File: src/hdl/swsr_pkg.sv
// Shared types and codes for the single-wire sensor reader.
// No dependencies; used by swsr_fsm and single_wire_sensor_reader_top.
package swsr_pkg;

    // Response status codes
    localparam logic [1:0] RESP_NONE = 2'd0;
    localparam logic [1:0] RESP_OK   = 2'd1;
    localparam logic [1:0] RESP_BAD  = 2'd2;

    // Configuration register indexes
    localparam logic [2:0] CFG_START_LOW   = 3'd0;
    localparam logic [2:0] CFG_START_HIGH  = 3'd1;
    localparam logic [2:0] CFG_RESP_WAIT   = 3'd2;
    localparam logic [2:0] CFG_RESP_GAP    = 3'd3;
    localparam logic [2:0] CFG_BIT_SAMPLE  = 3'd4;
    localparam logic [2:0] CFG_FRAME_BYTES = 3'd5;

    // Timing and frame configuration
    typedef struct packed {
        logic [7:0] start_low_ticks;
        logic [7:0] start_high_ticks;
        logic [7:0] response_wait_ticks;
        logic [7:0] response_gap_ticks;
        logic [7:0] bit_sample_ticks;
        logic [3:0] bytes_per_frame;
    } cfg_t;

    // One result item
    typedef struct packed {
        logic       drive_enable;
        logic       drive_level;
        logic       response_valid;
        logic [1:0] response_status;
        logic       byte_valid;
        logic [7:0] byte_value;
        logic       frame_last;
        logic       busy_res;
    } res_t;

endpackage

File: src/hdl/swsr_fsm.sv
// Exchange sequencer: phase state, tick counter, bit and byte shifting.
// Depends on swsr_pkg for the configuration and result types.
module swsr_fsm (
    input  logic            aclk,
    input  logic            aresetn,
    input  logic            advance,
    input  logic            func,
    input  logic            pin_level,
    input  swsr_pkg::cfg_t  cfg,
    output swsr_pkg::res_t  result
);

    localparam logic [3:0] PH_IDLE       = 4'd0;
    localparam logic [3:0] PH_START_LOW  = 4'd1;
    localparam logic [3:0] PH_START_HIGH = 4'd2;
    localparam logic [3:0] PH_RESP_WAIT  = 4'd3;
    localparam logic [3:0] PH_RESP_GAP   = 4'd4;
    localparam logic [3:0] PH_RESP_LOW   = 4'd5;
    localparam logic [3:0] PH_BIT_HIGH   = 4'd6;
    localparam logic [3:0] PH_BIT_DELAY  = 4'd7;
    localparam logic [3:0] PH_BIT_LOW    = 4'd8;

    logic [3:0] phase_reg, phase_next;
    logic [7:0] tick_count_reg, tick_count_next;
    logic [2:0] bit_index_reg, bit_index_next;
    logic [7:0] shift_byte_reg, shift_byte_next;
    logic [2:0] byte_index_reg, byte_index_next;

    logic [7:0] tick_inc;
    logic [3:0] frame_len;
    logic [3:0] byte_count;
    logic       resp_valid;
    logic [1:0] resp_status;
    logic       byte_valid;
    logic [7:0] byte_value;
    logic       frame_last;

    // Clamp frame length to 1..8
    always_comb begin
        if (cfg.bytes_per_frame == 4'd0) begin
            frame_len = 4'd1;
        end else if (cfg.bytes_per_frame > 4'd8) begin
            frame_len = 4'd8;
        end else begin
            frame_len = cfg.bytes_per_frame;
        end
    end

    assign tick_inc   = tick_count_reg + 8'd1;
    assign byte_count = {1'b0, byte_index_reg} + 4'd1;

    // Next-state logic for one item
    always_comb begin
        phase_next      = phase_reg;
        tick_count_next = tick_count_reg;
        bit_index_next  = bit_index_reg;
        shift_byte_next = shift_byte_reg;
        byte_index_next = byte_index_reg;
        resp_valid      = 1'b0;
        resp_status     = swsr_pkg::RESP_NONE;
        byte_valid      = 1'b0;
        byte_value      = 8'd0;
        frame_last      = 1'b0;
        if (func) begin
            // Start command: abandon any exchange and drive low
            phase_next      = PH_START_LOW;
            tick_count_next = 8'd0;
            bit_index_next  = 3'd0;
            shift_byte_next = 8'd0;
            byte_index_next = 3'd0;
        end else begin
            unique case (phase_reg)
                PH_IDLE: begin
                end
                PH_START_LOW: begin
                    tick_count_next = tick_inc;
                    if (tick_inc >= cfg.start_low_ticks) begin
                        phase_next      = PH_START_HIGH;
                        tick_count_next = 8'd0;
                    end
                end
                PH_START_HIGH: begin
                    tick_count_next = tick_inc;
                    if (tick_inc >= cfg.start_high_ticks) begin
                        phase_next      = PH_RESP_WAIT;
                        tick_count_next = 8'd0;
                    end
                end
                PH_RESP_WAIT: begin
                    tick_count_next = tick_inc;
                    if (tick_inc >= cfg.response_wait_ticks) begin
                        tick_count_next = 8'd0;
                        if (!pin_level) begin
                            phase_next = PH_RESP_GAP;
                        end else begin
                            resp_valid  = 1'b1;
                            resp_status = swsr_pkg::RESP_NONE;
                            phase_next  = PH_RESP_LOW;
                        end
                    end
                end
                PH_RESP_GAP: begin
                    tick_count_next = tick_inc;
                    if (tick_inc >= cfg.response_gap_ticks) begin
                        tick_count_next = 8'd0;
                        resp_valid      = 1'b1;
                        resp_status     = pin_level ? swsr_pkg::RESP_OK : swsr_pkg::RESP_BAD;
                        phase_next      = PH_RESP_LOW;
                    end
                end
                PH_RESP_LOW: begin
                    if (!pin_level) begin
                        bit_index_next  = 3'd0;
                        byte_index_next = 3'd0;
                        shift_byte_next = 8'd0;
                        phase_next      = PH_BIT_HIGH;
                    end
                end
                PH_BIT_HIGH: begin
                    if (pin_level) begin
                        tick_count_next = 8'd0;
                        phase_next      = PH_BIT_DELAY;
                    end
                end
                PH_BIT_DELAY: begin
                    tick_count_next = tick_inc;
                    if (tick_inc >= cfg.bit_sample_ticks) begin
                        tick_count_next = 8'd0;
                        shift_byte_next = {shift_byte_reg[6:0], pin_level};
                        phase_next      = PH_BIT_LOW;
                    end
                end
                PH_BIT_LOW: begin
                    if (!pin_level) begin
                        if (bit_index_reg == 3'd7) begin
                            // Byte complete: emit it
                            byte_valid      = 1'b1;
                            byte_value      = shift_byte_reg;
                            frame_last      = (byte_count >= frame_len);
                            bit_index_next  = 3'd0;
                            shift_byte_next = 8'd0;
                            if (frame_last) begin
                                byte_index_next = 3'd0;
                                phase_next      = PH_IDLE;
                            end else begin
                                byte_index_next = byte_index_reg + 3'd1;
                                phase_next      = PH_BIT_HIGH;
                            end
                        end else begin
                            bit_index_next = bit_index_reg + 3'd1;
                            phase_next     = PH_BIT_HIGH;
                        end
                    end
                end
                default: begin
                    phase_next = PH_IDLE;
                end
            endcase
        end
    end

    // Advance state on each accepted item
    always_ff @(posedge aclk) begin
        if (!aresetn) begin
            phase_reg      <= PH_IDLE;
            tick_count_reg <= 8'd0;
            bit_index_reg  <= 3'd0;
            shift_byte_reg <= 8'd0;
            byte_index_reg <= 3'd0;
        end else if (advance) begin
            phase_reg      <= phase_next;
            tick_count_reg <= tick_count_next;
            bit_index_reg  <= bit_index_next;
            shift_byte_reg <= shift_byte_next;
            byte_index_reg <= byte_index_next;
        end
    end

    // Result reflects the state after this item
    always_comb begin
        result.drive_enable    = (phase_next == PH_START_LOW) || (phase_next == PH_START_HIGH);
        result.drive_level     = (phase_next == PH_START_HIGH);
        result.response_valid  = resp_valid;
        result.response_status = resp_status;
        result.byte_valid      = byte_valid;
        result.byte_value      = byte_value;
        result.frame_last      = frame_last;
        result.busy_res        = (phase_next != PH_IDLE);
    end

`ifndef NO_ASSERTIONS
    a_start_enters_low: assert property (@(posedge aclk) disable iff (!aresetn)
        advance && func |=> phase_reg == PH_START_LOW)
        else $error("start command did not enter start-low phase");

    a_idle_counters_clear: assert property (@(posedge aclk) disable iff (!aresetn)
        phase_reg == PH_IDLE |-> tick_count_reg == 8'd0 && bit_index_reg == 3'd0
            && byte_index_reg == 3'd0)
        else $error("counters not clear while idle");

    a_byte_only_in_bit_low: assert property (@(posedge aclk) disable iff (!aresetn)
        byte_valid |-> phase_reg == PH_BIT_LOW && bit_index_reg == 3'd7)
        else $error("byte emitted outside last bit of a byte");
`endif

endmodule

File: src/hdl/single_wire_sensor_reader_top.sv
// A result item is presented in the cycle after its input item is accepted.
// Throughput: one item per cycle while results are taken; the whole phase update is one registered step.
// The output register lets a new item enter while the previous result is taken.
// Reset (aresetn low, synchronous): phase idle, counters clear, output empty,
// timing registers back to 120/3/4/8/4 ticks and a five-byte frame.
// Top level: configuration registers, sequencer and output register.
// Depends on swsr_pkg and swsr_fsm.
module single_wire_sensor_reader_top (
    input  logic       aclk,
    input  logic       aresetn,
    // Configuration write channel
    input  logic       cfg_valid,
    output logic       cfg_ready,
    input  logic [2:0] cfg_index,
    input  logic [7:0] cfg_data,
    // Input item channel
    input  logic       s_valid,
    output logic       s_ready,
    input  logic       s_func,
    input  logic       s_pin_level,
    // Result item channel
    output logic       m_valid,
    input  logic       m_ready,
    output logic       m_drive_enable,
    output logic       m_drive_level,
    output logic       m_response_valid,
    output logic [1:0] m_response_status,
    output logic       m_byte_valid,
    output logic [7:0] m_byte_value,
    output logic       m_frame_last,
    output logic       m_busy_res
);

    swsr_pkg::cfg_t cfg_reg;
    swsr_pkg::res_t result;
    swsr_pkg::res_t out_reg;
    logic           m_valid_reg, m_valid_next;
    logic           advance;

    // Configuration writes are always taken
    assign cfg_ready = 1'b1;

    always_ff @(posedge aclk) begin
        if (!aresetn) begin
            cfg_reg.start_low_ticks     <= 8'd120;
            cfg_reg.start_high_ticks    <= 8'd3;
            cfg_reg.response_wait_ticks <= 8'd4;
            cfg_reg.response_gap_ticks  <= 8'd8;
            cfg_reg.bit_sample_ticks    <= 8'd4;
            cfg_reg.bytes_per_frame     <= 4'd5;
        end else if (cfg_valid) begin
            unique case (cfg_index)
                swsr_pkg::CFG_START_LOW:   cfg_reg.start_low_ticks     <= cfg_data;
                swsr_pkg::CFG_START_HIGH:  cfg_reg.start_high_ticks    <= cfg_data;
                swsr_pkg::CFG_RESP_WAIT:   cfg_reg.response_wait_ticks <= cfg_data;
                swsr_pkg::CFG_RESP_GAP:    cfg_reg.response_gap_ticks  <= cfg_data;
                swsr_pkg::CFG_BIT_SAMPLE:  cfg_reg.bit_sample_ticks    <= cfg_data;
                swsr_pkg::CFG_FRAME_BYTES: cfg_reg.bytes_per_frame     <= cfg_data[3:0];
                default: begin
                end
            endcase
        end
    end

    // Take an item whenever the output register is empty or being drained
    assign s_ready      = !m_valid_reg || m_ready;
    assign advance      = s_valid && s_ready;
    assign m_valid_next = advance || (m_valid_reg && !m_ready);

    swsr_fsm u_fsm (
        .aclk      (aclk),
        .aresetn   (aresetn),
        .advance   (advance),
        .func      (s_func),
        .pin_level (s_pin_level),
        .cfg       (cfg_reg),
        .result    (result)
    );

    // Output register: hold the result until taken
    always_ff @(posedge aclk) begin
        if (!aresetn) begin
            m_valid_reg <= 1'b0;
        end else begin
            m_valid_reg <= m_valid_next;
        end
    end

    always_ff @(posedge aclk) begin
        if (advance) begin
            out_reg <= result;
        end
    end

    assign m_valid           = m_valid_reg;
    assign m_drive_enable    = out_reg.drive_enable;
    assign m_drive_level     = out_reg.drive_level;
    assign m_response_valid  = out_reg.response_valid;
    assign m_response_status = out_reg.response_status;
    assign m_byte_valid      = out_reg.byte_valid;
    assign m_byte_value      = out_reg.byte_value;
    assign m_frame_last      = out_reg.frame_last;
    assign m_busy_res        = out_reg.busy_res;

`ifndef NO_ASSERTIONS
    a_resp_byte_exclusive: assert property (@(posedge aclk) disable iff (!aresetn)
        m_valid |-> !(m_response_valid && m_byte_valid))
        else $error("response and byte reported in the same item");

    a_drive_high_driven: assert property (@(posedge aclk) disable iff (!aresetn)
        m_valid && m_drive_level |-> m_drive_enable && m_busy_res)
        else $error("drive level high while line released");

    a_last_needs_byte: assert property (@(posedge aclk) disable iff (!aresetn)
        m_valid && m_frame_last |-> m_byte_valid && !m_busy_res)
        else $error("frame end flagged without a byte or while still busy");

    a_status_needs_valid: assert property (@(posedge aclk) disable iff (!aresetn)
        m_valid && !m_response_valid |-> m_response_status == swsr_pkg::RESP_NONE)
        else $error("response status set without response");
`endif

endmodule
File: config.mk
export PLATFORM = sky130hd
export DESIGN_NAME = single_wire_sensor_reader_top
export DESIGN_NICKNAME = d
export VERILOG_FILES = /design/src/hdl/swsr_pkg.sv /design/src/hdl/swsr_fsm.sv /design/src/hdl/single_wire_sensor_reader_top.sv
export SDC_FILE = /design/constraint.sdc
export NUM_CORES = 1
export LEC_CHECK = 0
export BUFFER_PORTS_ARGS = -buffer_cell sky130_fd_sc_hd__buf_2
export CELL_PAD_IN_SITES_DETAIL_PLACEMENT = 0
export CELL_PAD_IN_SITES_GLOBAL_PLACEMENT = 1
export CORE_MARGIN = 1.5
export CORE_UTILIZATION = 40
export CTS_CLUSTER_DIAMETER = 30
export DETAILED_ROUTE_END_ITERATION = 10
export GPL_TIMING_DRIVEN = 0
export MAX_ROUTING_LAYER = met4
export PLACE_DENSITY_LB_ADDON = 0.1
export REMOVE_ABC_BUFFERS = 1
export SKIP_CTS_REPAIR_TIMING = 1
export SLEW_MARGIN = 10
export SYNTH_ARGS = -nofsm -noshare
export SYNTH_HDL_FRONTEND = slang
export SYNTH_SLANG_ARGS = --single-unit
File: constraint.sdc
create_clock -name aclk -period 4.3 [get_ports aclk]
set_input_delay 0.86 -clock aclk [delete_from_list [all_inputs] [get_ports aclk]]
set_output_delay 0.86 -clock aclk [all_outputs]
set_load 0.01 [all_outputs]
==> flow_summary.ini, run 1 <==
[pwr]
p_per_area_nw_per_um2 = 337
vdd_drop_max_uv = 154
leakagePower_uw = 0.00226

[timing]
setup_viol = 0
finalHoldViolCount = 0
layout_min_cycle_time_ps = 3900
maxSlewHeadroom = 0.310
drv_slew = 0
fin_skew_ps = 5.82
max_freq_ghz = 0.257
finalCritPeriodShare = 0.907
whs_ps = 461
rsz0062_at_grt = false
worst_slew_pin_slew_ps = 1040
setup_tns_ps = 0

[setup_path]
r2r_end = m_busy_res
crit_fanout = 10
worstPathArrival_ps = 3990
critPathLaunchType = flip-flop
rr_startpoint = u_fsm.tick_count_reg[0]
r2r_slack_ps = 400
critical-path-max-stage-delay_ps = 620
worstSetupPathType = flip-flop to flip-flop
cp.required_ps = 4390
worst_r2r_path_depth = 11
crit_slowest_cell = dfxtp_1
worstSetupEndpointType = flip-flop
path_cells = ha_1, nand3_1, nor2_1, xor2_2, ha_1, nand2_1, o41ai_4, a31oi_1, nor4_1, nor2_1, or3b_2

[job]
timing.max_cap.violations = 0

[yosys]
yosys-top-cells-area = dfxtp_1 29%, ha_1 12%, edfxtp_1 9.9%
ys_seq_area_frac = 0.390
synth_top_cell_area_share = 0.292
synthDistinctLibCells = 55
ys_async_sr_fraction = 0
yosysTopAreaCell = dfxtp_1
avgSynthCellArea_sq_um = 8.53
synth_edf_count = 16
netlist_instances = 571
synth-seq-cells = 87
ys_warn_count = 0
ys.flop_type = dfxtp_1
syn-cell-area_sq_um = 4870

[final_layout]
area_delta_synth_final_pct = 12.5
layoutNonFillerInstCount = 747
post-route-util = 0.458
multi_input_area_sq_um = 2730
n_fill_cell = 1207
largest_reg_flops = 44
drive_above_1_share = 0.103
layout.nets = 662
num_antenna_cells = 0
final-seq-area_sq_um = 1900

[outcome]
outcome = completed

[global_routing]
antenna_found_initial = 0
grt_first_pass_wirelength_mm = 18.8
grt.overflow.total = 0
grt_pass1_vias = 3702
grt_max_degree = 66
grt_usage = 0.196

[floorplan]
coreArea_sq_um = 12000
start_util = 0.407
die_h_um = 113
die_area_sq_um = 12800
io_pins = 37
rows = 40
die_w_um = 113

[clocking]
cts.sinks = 87
htreeDepth = 3
cts_buffers = 9
clock_latency_ps = 350
cts_tree = built
path_clk_slew_ps = 70
clockBufferDepth = 2
cts_root_buf = clkbuf_16

[drt]
drt_pre_antenna_iters = 4
drt_iter0_drc = 202
wl_mm = 11.2
drc = 0
wl_per_cell_um = 14.9
viasPerCell = 5.13
vias = 3829
postRouteAntennaNets = 0

[place]
hpwl_mm = 7.86
gp_congestion = 0.780
portBuffers = 35
place_inst = 732

[hold_path]
hold_path_depth = 2
hp-class = flip-flop to flip-flop
min_to = u_fsm.shift_byte_reg[7]
worstHoldStart = u_fsm.shift_byte_reg[7]
## placed cells by master, fill, tap and decap left out, types with 4 or more instances in the layout
cell,count
nand2_1,114
dfxtp_1,71
ha_1,48
inv_1,47
a21boi_0,45
buf_2,35
nor2_1,23
a21oi_1,20
nand3_1,17
o21ai_0,16
edfxtp_1,16
and2_1,12
nor2b_1,11
nor3_1,9
o211ai_1,9
clkbuf_16,9
and3_1,7
nand2b_1,6
o21a_1,6
a22o_1,6
or3_1,5
a21o_1,5
mux2i_1,5
o21bai_1,4
## cell type report
class	instances	area share
Clock buffer	9	0.0411
Timing Repair Buffer	35	0.0320
Sequential cell	87	0.347
Inverter	47	0.0322
Tap cell	147	0.0336
Multi-Input combinational cell	416	0.499
Clock inverter	6	0.0155
## cells in the mapped netlist (all sizes together), types with 6 or more instances
cell      n
a21boi   46
a21oi    20
a22o      6
and2     12
and3      8
buf       7
clkbuf   14
dfxtp    71
edfxtp   16
ha       48
inv      47
nand2   114
nand2b    6
nand3    17
nor2     23
nor2b    11
nor3     10
o211ai    9
o21a      6
o21ai    16
## layer usage
| layer | global-route usage | vias up | wire length (um) |
|---|---|---|---|
| li1 | - | 2010 | - |
| met2 | 0.307 | 66 | 5080 |
| met1 | 0.246 | 1744 | 5560 |
| met4 | 0.0708 | 0 | 131 |
| met5 | - | - | 0 |
| met3 | 0.0461 | 9 | 386 |
## power by group
part	leakage, uW	switching [uW]	internal [uW]
registers	0.000733	13.6	850
clock network	0.000149	335	505
logic	0.00138	89.1	53.8
total	0.00226	438	1410
## worst max-delay path by stage
stage	from	endpoint	slack, ps	cells past startpoint
after floorplan	u_fsm.tick_count_reg[0]	m_busy_res	1140	11
after global placement	u_fsm.tick_count_reg[0]	m_busy_res	80	11
after detailed placement	u_fsm.tick_count_reg[0]	m_busy_res	90	11
after CTS	u_fsm.tick_count_reg[0]	m_busy_res	60	11
after global routing	u_fsm.tick_count_reg[0]	m_busy_res	30	11
final	u_fsm.tick_count_reg[0]	m_busy_res	400	11
## metrics by stage
stage	total power (uW)	setup WS, ps	instance area, sq um
finish	1850	402	5480
global route	1930	31.2	5480
CTS	1870	62.8	5440
detailed placement	1020	93.9	5130
global placement	1020	82.8	5130
floorplan	962	1140	4770
## critical path, delay by kind of cell (launching register included)
kind            cells  cell delay, ps
simple gates        6            1380
compound gates      2             710
flops               1             620
xor+xnor            1             420
fa+ha+maj           2             520
## cells by family (layout without fill, tap and decap cells)
family | Yosys count | after routing | share of synthesized area
mux | 5 | 5 | 0.0103
buf+inv | 68 | 97 | 0.0565
fa+ha+maj | 48 | 48 | 0.123
simple gates | 225 | 225 | 0.218
xor+xnor | 7 | 7 | 0.0126
flops | 87 | 87 | 0.390
other cells | 1 | 1 | 0.000770
compound gates | 130 | 130 | 0.189
No activity file was read; power rests on OpenSTA's default activity.
==> run 2, diff against run 1 <==
- CELL_PAD_IN_SITES_DETAIL_PLACEMENT: 0 -> 1
- CORE_UTILIZATION: 40 -> 46
- GPL_TIMING_DRIVEN: 0 -> 1
==> run 2 against run 1 <==
- global-route usage increased by 5.4 points
- setup slack improved by 170 ps
- cell count decreased by 1.1%
==> flow_summary.ini, run 2 (synthesized netlist as in run 1, its figures left out) <==
[outcome]
outcome = completed

[clocking]
cts.sinks = 87
clockBufferDepth = 2
cts_buffers = 9
cts_root_buf = clkbuf_8
htreeDepth = 3
clock_latency_ps = 380
cts_tree = built
path_clk_slew_ps = 100

[drt]
postRouteAntennaNets = 0
vias = 4125
wl_mm = 12.8
drt_iter0_drc = 138
wl_per_cell_um = 17.3
drc = 0
viasPerCell = 5.58
drt_pre_antenna_iters = 4

[pwr]
vdd_drop_max_uv = 148
p_per_area_nw_per_um2 = 303
power_uw = 1620
leakagePower_uw = 0.00221

[place]
dp_slack_ps = 613
hpwl_mm = 9.75
gp_congestion = 0.859
portBuffers = 35
place_inst = 723

[final_layout]
layout.nets = 664
layoutNonFillerInstCount = 739
final_common_cell = nand2_1
mostFrequentLayoutCells = 114 x nand2_1, 71 x dfxtp_1, 48 x ha_1
num_antenna_cells = 0
n_fill_cell = 1265
drive_above_1_share = 0.103
largest_reg_flops = 44
area_delta_synth_final_pct = 9.50

[timing]
whs_ps = 473
maxSlewHeadroom = 0.549
max_freq_ghz = 0.268
setup_viol = 0
rsz0062_at_grt = false
setup_tns_ps = 0
finalHoldViolCount = 0
layout_min_cycle_time_ps = 3730
finalCritPeriodShare = 0.867
drv_slew = 0
fin_skew_ps = 12.1
worst_slack_ps = 570
worst_slew_pin_slew_ps = 660

[global_routing]
grt_max_degree = 53
antenna_found_initial = 0
grt.overflow.total = 0
grt_first_pass_wirelength_mm = 21.1
grt_pass1_vias = 4294
grt_usage = 0.249

[floorplan]
io_pins = 37
die_w_um = 106
rows = 37
die_h_um = 106
coreArea_sq_um = 10300
die_area_sq_um = 11200
start_util = 0.474

[setup_path]
critPathLaunchType = flip-flop
crit_fanout = 10
worstSetupEndpointType = flip-flop
worstSetupPathType = flip-flop to flip-flop
cp.required_ps = 4420
worstPathArrival_ps = 3850

[hold_path]
hp-class = flip-flop to flip-flop

[job]
timing.max_cap.violations = 0
## run 2: stage by stage
stage          instance area (sq um)  utilization
6_report                        5330        0.519
5_1_grt                         5330        0.519
2_1_floorplan                   4770            -
3_5_place_dp                    5130        0.499
4_1_cts                         5330        0.519
3_3_place_gp                    5130        0.499
## run 2: final timing paths
kind,end,start,slack [ps],cells past startpoint
setup / recovery,m_busy_res,u_fsm.tick_count_reg[0],570,11
hold / removal,u_fsm.bit_index_reg[2],u_fsm.bit_index_reg[2],470,2
setup reg to reg,m_busy_res,u_fsm.tick_count_reg[0],570,11
hold reg to reg,u_fsm.bit_index_reg[2],u_fsm.bit_index_reg[2],470,2
## run 2: area by class of cell
cell class	count	area [sq um]	share of cell area
Clock inverter	7	77.6	0.0145
Multi-Input combinational cell	416	2690	0.505
Sequential cell	87	1900	0.357
Timing Repair Buffer	37	190	0.0357
Tap cell	136	170	0.0319
Clock buffer	9	124	0.0232
Inverter	47	176	0.0331
## run 2: critical path: stages (launching register included)
cell	delay (ps)
dfxtp_1	530
ha_1	290
nand3_1	140
nor2_1	180
xor2_1	450
ha_1	210
nand2_1	80
o41ai_2	520
a31oi_1	190
nor4_1	290
nor2_1	100
or3b_2	490
## run 2: routing by layer
metal | up-vias | global-route usage | wire length, um
met5 | - | - | 0
met4 | 0 | 0.112 | 388
met3 | 28 | 0.0313 | 401
met2 | 89 | 0.445 | 6470
met1 | 1984 | 0.279 | 5550
li1 | 2024 | - | -
## run 2: power by group
group | switching, uW | leakage, uW | internal [uW]
Sequential | 14.9 | 0.000733 | 849
Clock | 332 | 0.000101 | 275
Combinational | 92.4 | 0.00138 | 54.6
Total | 439 | 0.00221 | 1180
==> run 3, diff against run 2 <==
- RECOVER_POWER: unset -> 100
==> run 3 against run 2 <==
- the run now ends with max-capacitance violations, max-slew violations left
- die area did not move
- flip-flop and latch count stayed put
- first-iteration DRC count down 25%
- global-route usage is the same
- maximum frequency grew 0.45%
- critical path depth is the same
- setup slack better by 17 ps
- worst hold slack improved by 2.5 ps
- design area shrank 0.59%
- core utilization down 0.30 points
- power about the same
- highest routed layer unchanged
==> flow_summary.ini, run 3 (synthesized netlist as in run 1, its figures left out) <==
[outcome]
outcome = complete, but fails checks
violations = max-capacitance violations, max-slew violations

[drt]
viasPerCell = 5.57
wl_per_cell_um = 17.4
postRouteAntennaNets = 0
vias = 4115
drt_pre_antenna_iters = 4
wl_mm = 12.8
drc = 0
drt_iter0_drc = 104

[final_layout]
drive_above_1_share = 0.0680
mostFrequentLayoutCells = 114 x nand2_1, 71 x dfxtp_1, 48 x ha_1
layout.nets = 664
layoutNonFillerInstCount = 739
final-seq-area_sq_um = 1900
n_fill_cell = 1272
final_common_cell = nand2_1
post-route-util = 0.516
largest_reg_flops = 44
num_antenna_cells = 0
multi_input_area_sq_um = 2690
area_delta_synth_final_pct = 8.86

[floorplan]
rows = 37
coreArea_sq_um = 10300
start_util = 0.474
die_area_sq_um = 11200
die_w_um = 106
io_pins = 37
die_h_um = 106

[global_routing]
grt_usage = 0.249
antenna_found_initial = 0
grt_max_degree = 53
grt.overflow.total = 0
grt_first_pass_wirelength_mm = 21.1
grt_pass1_vias = 4294

[pwr]
pwr-share-clk = 0.376
leakagePower_uw = 0.00214
p_switching_uw = 440
sequentialPowerShare = 0.535
vdd_drop_max_uv = 148
power_uw = 1620
switching_share = 0.272
p_comb_frac = 0.090
p_per_area_nw_per_um2 = 305
intPower_uw = 1180

[place]
place_inst = 723
portBuffers = 35
hpwl_mm = 9.75
gp_congestion = 0.859

[timing]
drv_slew = 53
setup_viol = 0
maxSlewHeadroom = -0.322
rsz0062_at_grt = false
finalCritPeriodShare = 0.864
layout_min_cycle_time_ps = 3710
max_freq_ghz = 0.269
worst_slew_pin_slew_ps = 1980
fin_skew_ps = 14.2
whs_ps = 475
setup_tns_ps = 0
finalHoldViolCount = 0

[setup_path]
critPathLaunchType = flip-flop
crit_fanout = 10
crit_slowest_cell = dfxtp_1
worstSetupPathType = flip-flop to flip-flop
path_cells = ha_1, nand3_1, nor2_1, xor2_1, ha_1, nand2_1, o41ai_2, a31oi_1, nor4_1, nor2_1, or3b_2
cp_num_buf_inv = 0
crit_family = simple AND/OR/NAND/NOR gates
worstSetupEndpointType = flip-flop
cp.required_ps = 4420
critical-path-max-stage-delay_ps = 530
worstPathArrival_ps = 3840

[clocking]
cts_root_buf = clkbuf_8
cts.sinks = 87
clockBufferDepth = 2
cts_tree = built
cts_buffers = 9
path_clk_slew_ps = 100
htreeDepth = 3
clock_latency_ps = 380

[job]
timing.max_cap.violations = 1

[hold_path]
hp-class = flip-flop to flip-flop
run 3: path summary, 6_finish.rpt:
kind / endpoint / startpoint / slack, ps / cells after the start
max: m_busy_res / u_fsm.tick_count_reg[0] / 590 / 11
min: u_fsm.bit_index_reg[2] / u_fsm.bit_index_reg[2] / 470 / 2
max reg2reg: m_busy_res / u_fsm.tick_count_reg[0] / 590 / 11
min reg2reg: u_fsm.bit_index_reg[2] / u_fsm.bit_index_reg[2] / 470 / 2
run 3: through the flow:
stage | cell area [sq um] | setup WS [ps]
6_report | 5300 | 587
4_1_cts | 5330 | 555
3_3_place_gp | 5130 | 709
2_1_floorplan | 4770 | 1140
5_1_grt | 5300 | 174
3_5_place_dp | 5130 | 613
run 3: layout make-up:
class / count / area share
inverter: 47 / 0.0333
clock buffer: 9 / 0.0234
sequential: 87 / 0.359
timing repair buffer: 37 / 0.0300
tap: 136 / 0.0321
multi-input combinational: 416 / 0.508
clock inverter: 7 / 0.0146
run 3: layer usage:
metal / routed length, um / part of all wire / global-route usage / vias to the layer above
met5: 0 / 0 / - / -
met4: 373 / 0.029 / 0.112 / 0
met3: 373 / 0.029 / 0.0313 / 27
met2: 6470 / 0.50 / 0.445 / 77
met1: 5620 / 0.44 / 0.279 / 1994
li1: - / - / - / 2017
run 3: tightest hold or removal path: stages (launching register included):
cell	delay [ps]
dfxtp_1	320
nand2_1	50
a21boi_0	60
run 3: power groups by stage:
stage / Combinational, uW / Clock [uW] / Sequential (uW)
global placement: 142 / 0 / 882
CTS: 148 / 622 / 864
floorplan: 78.3 / 0 / 884
finish: 145 / 607 / 865
global route: 163 / 650 / 867
detailed placement: 146 / 0 / 883
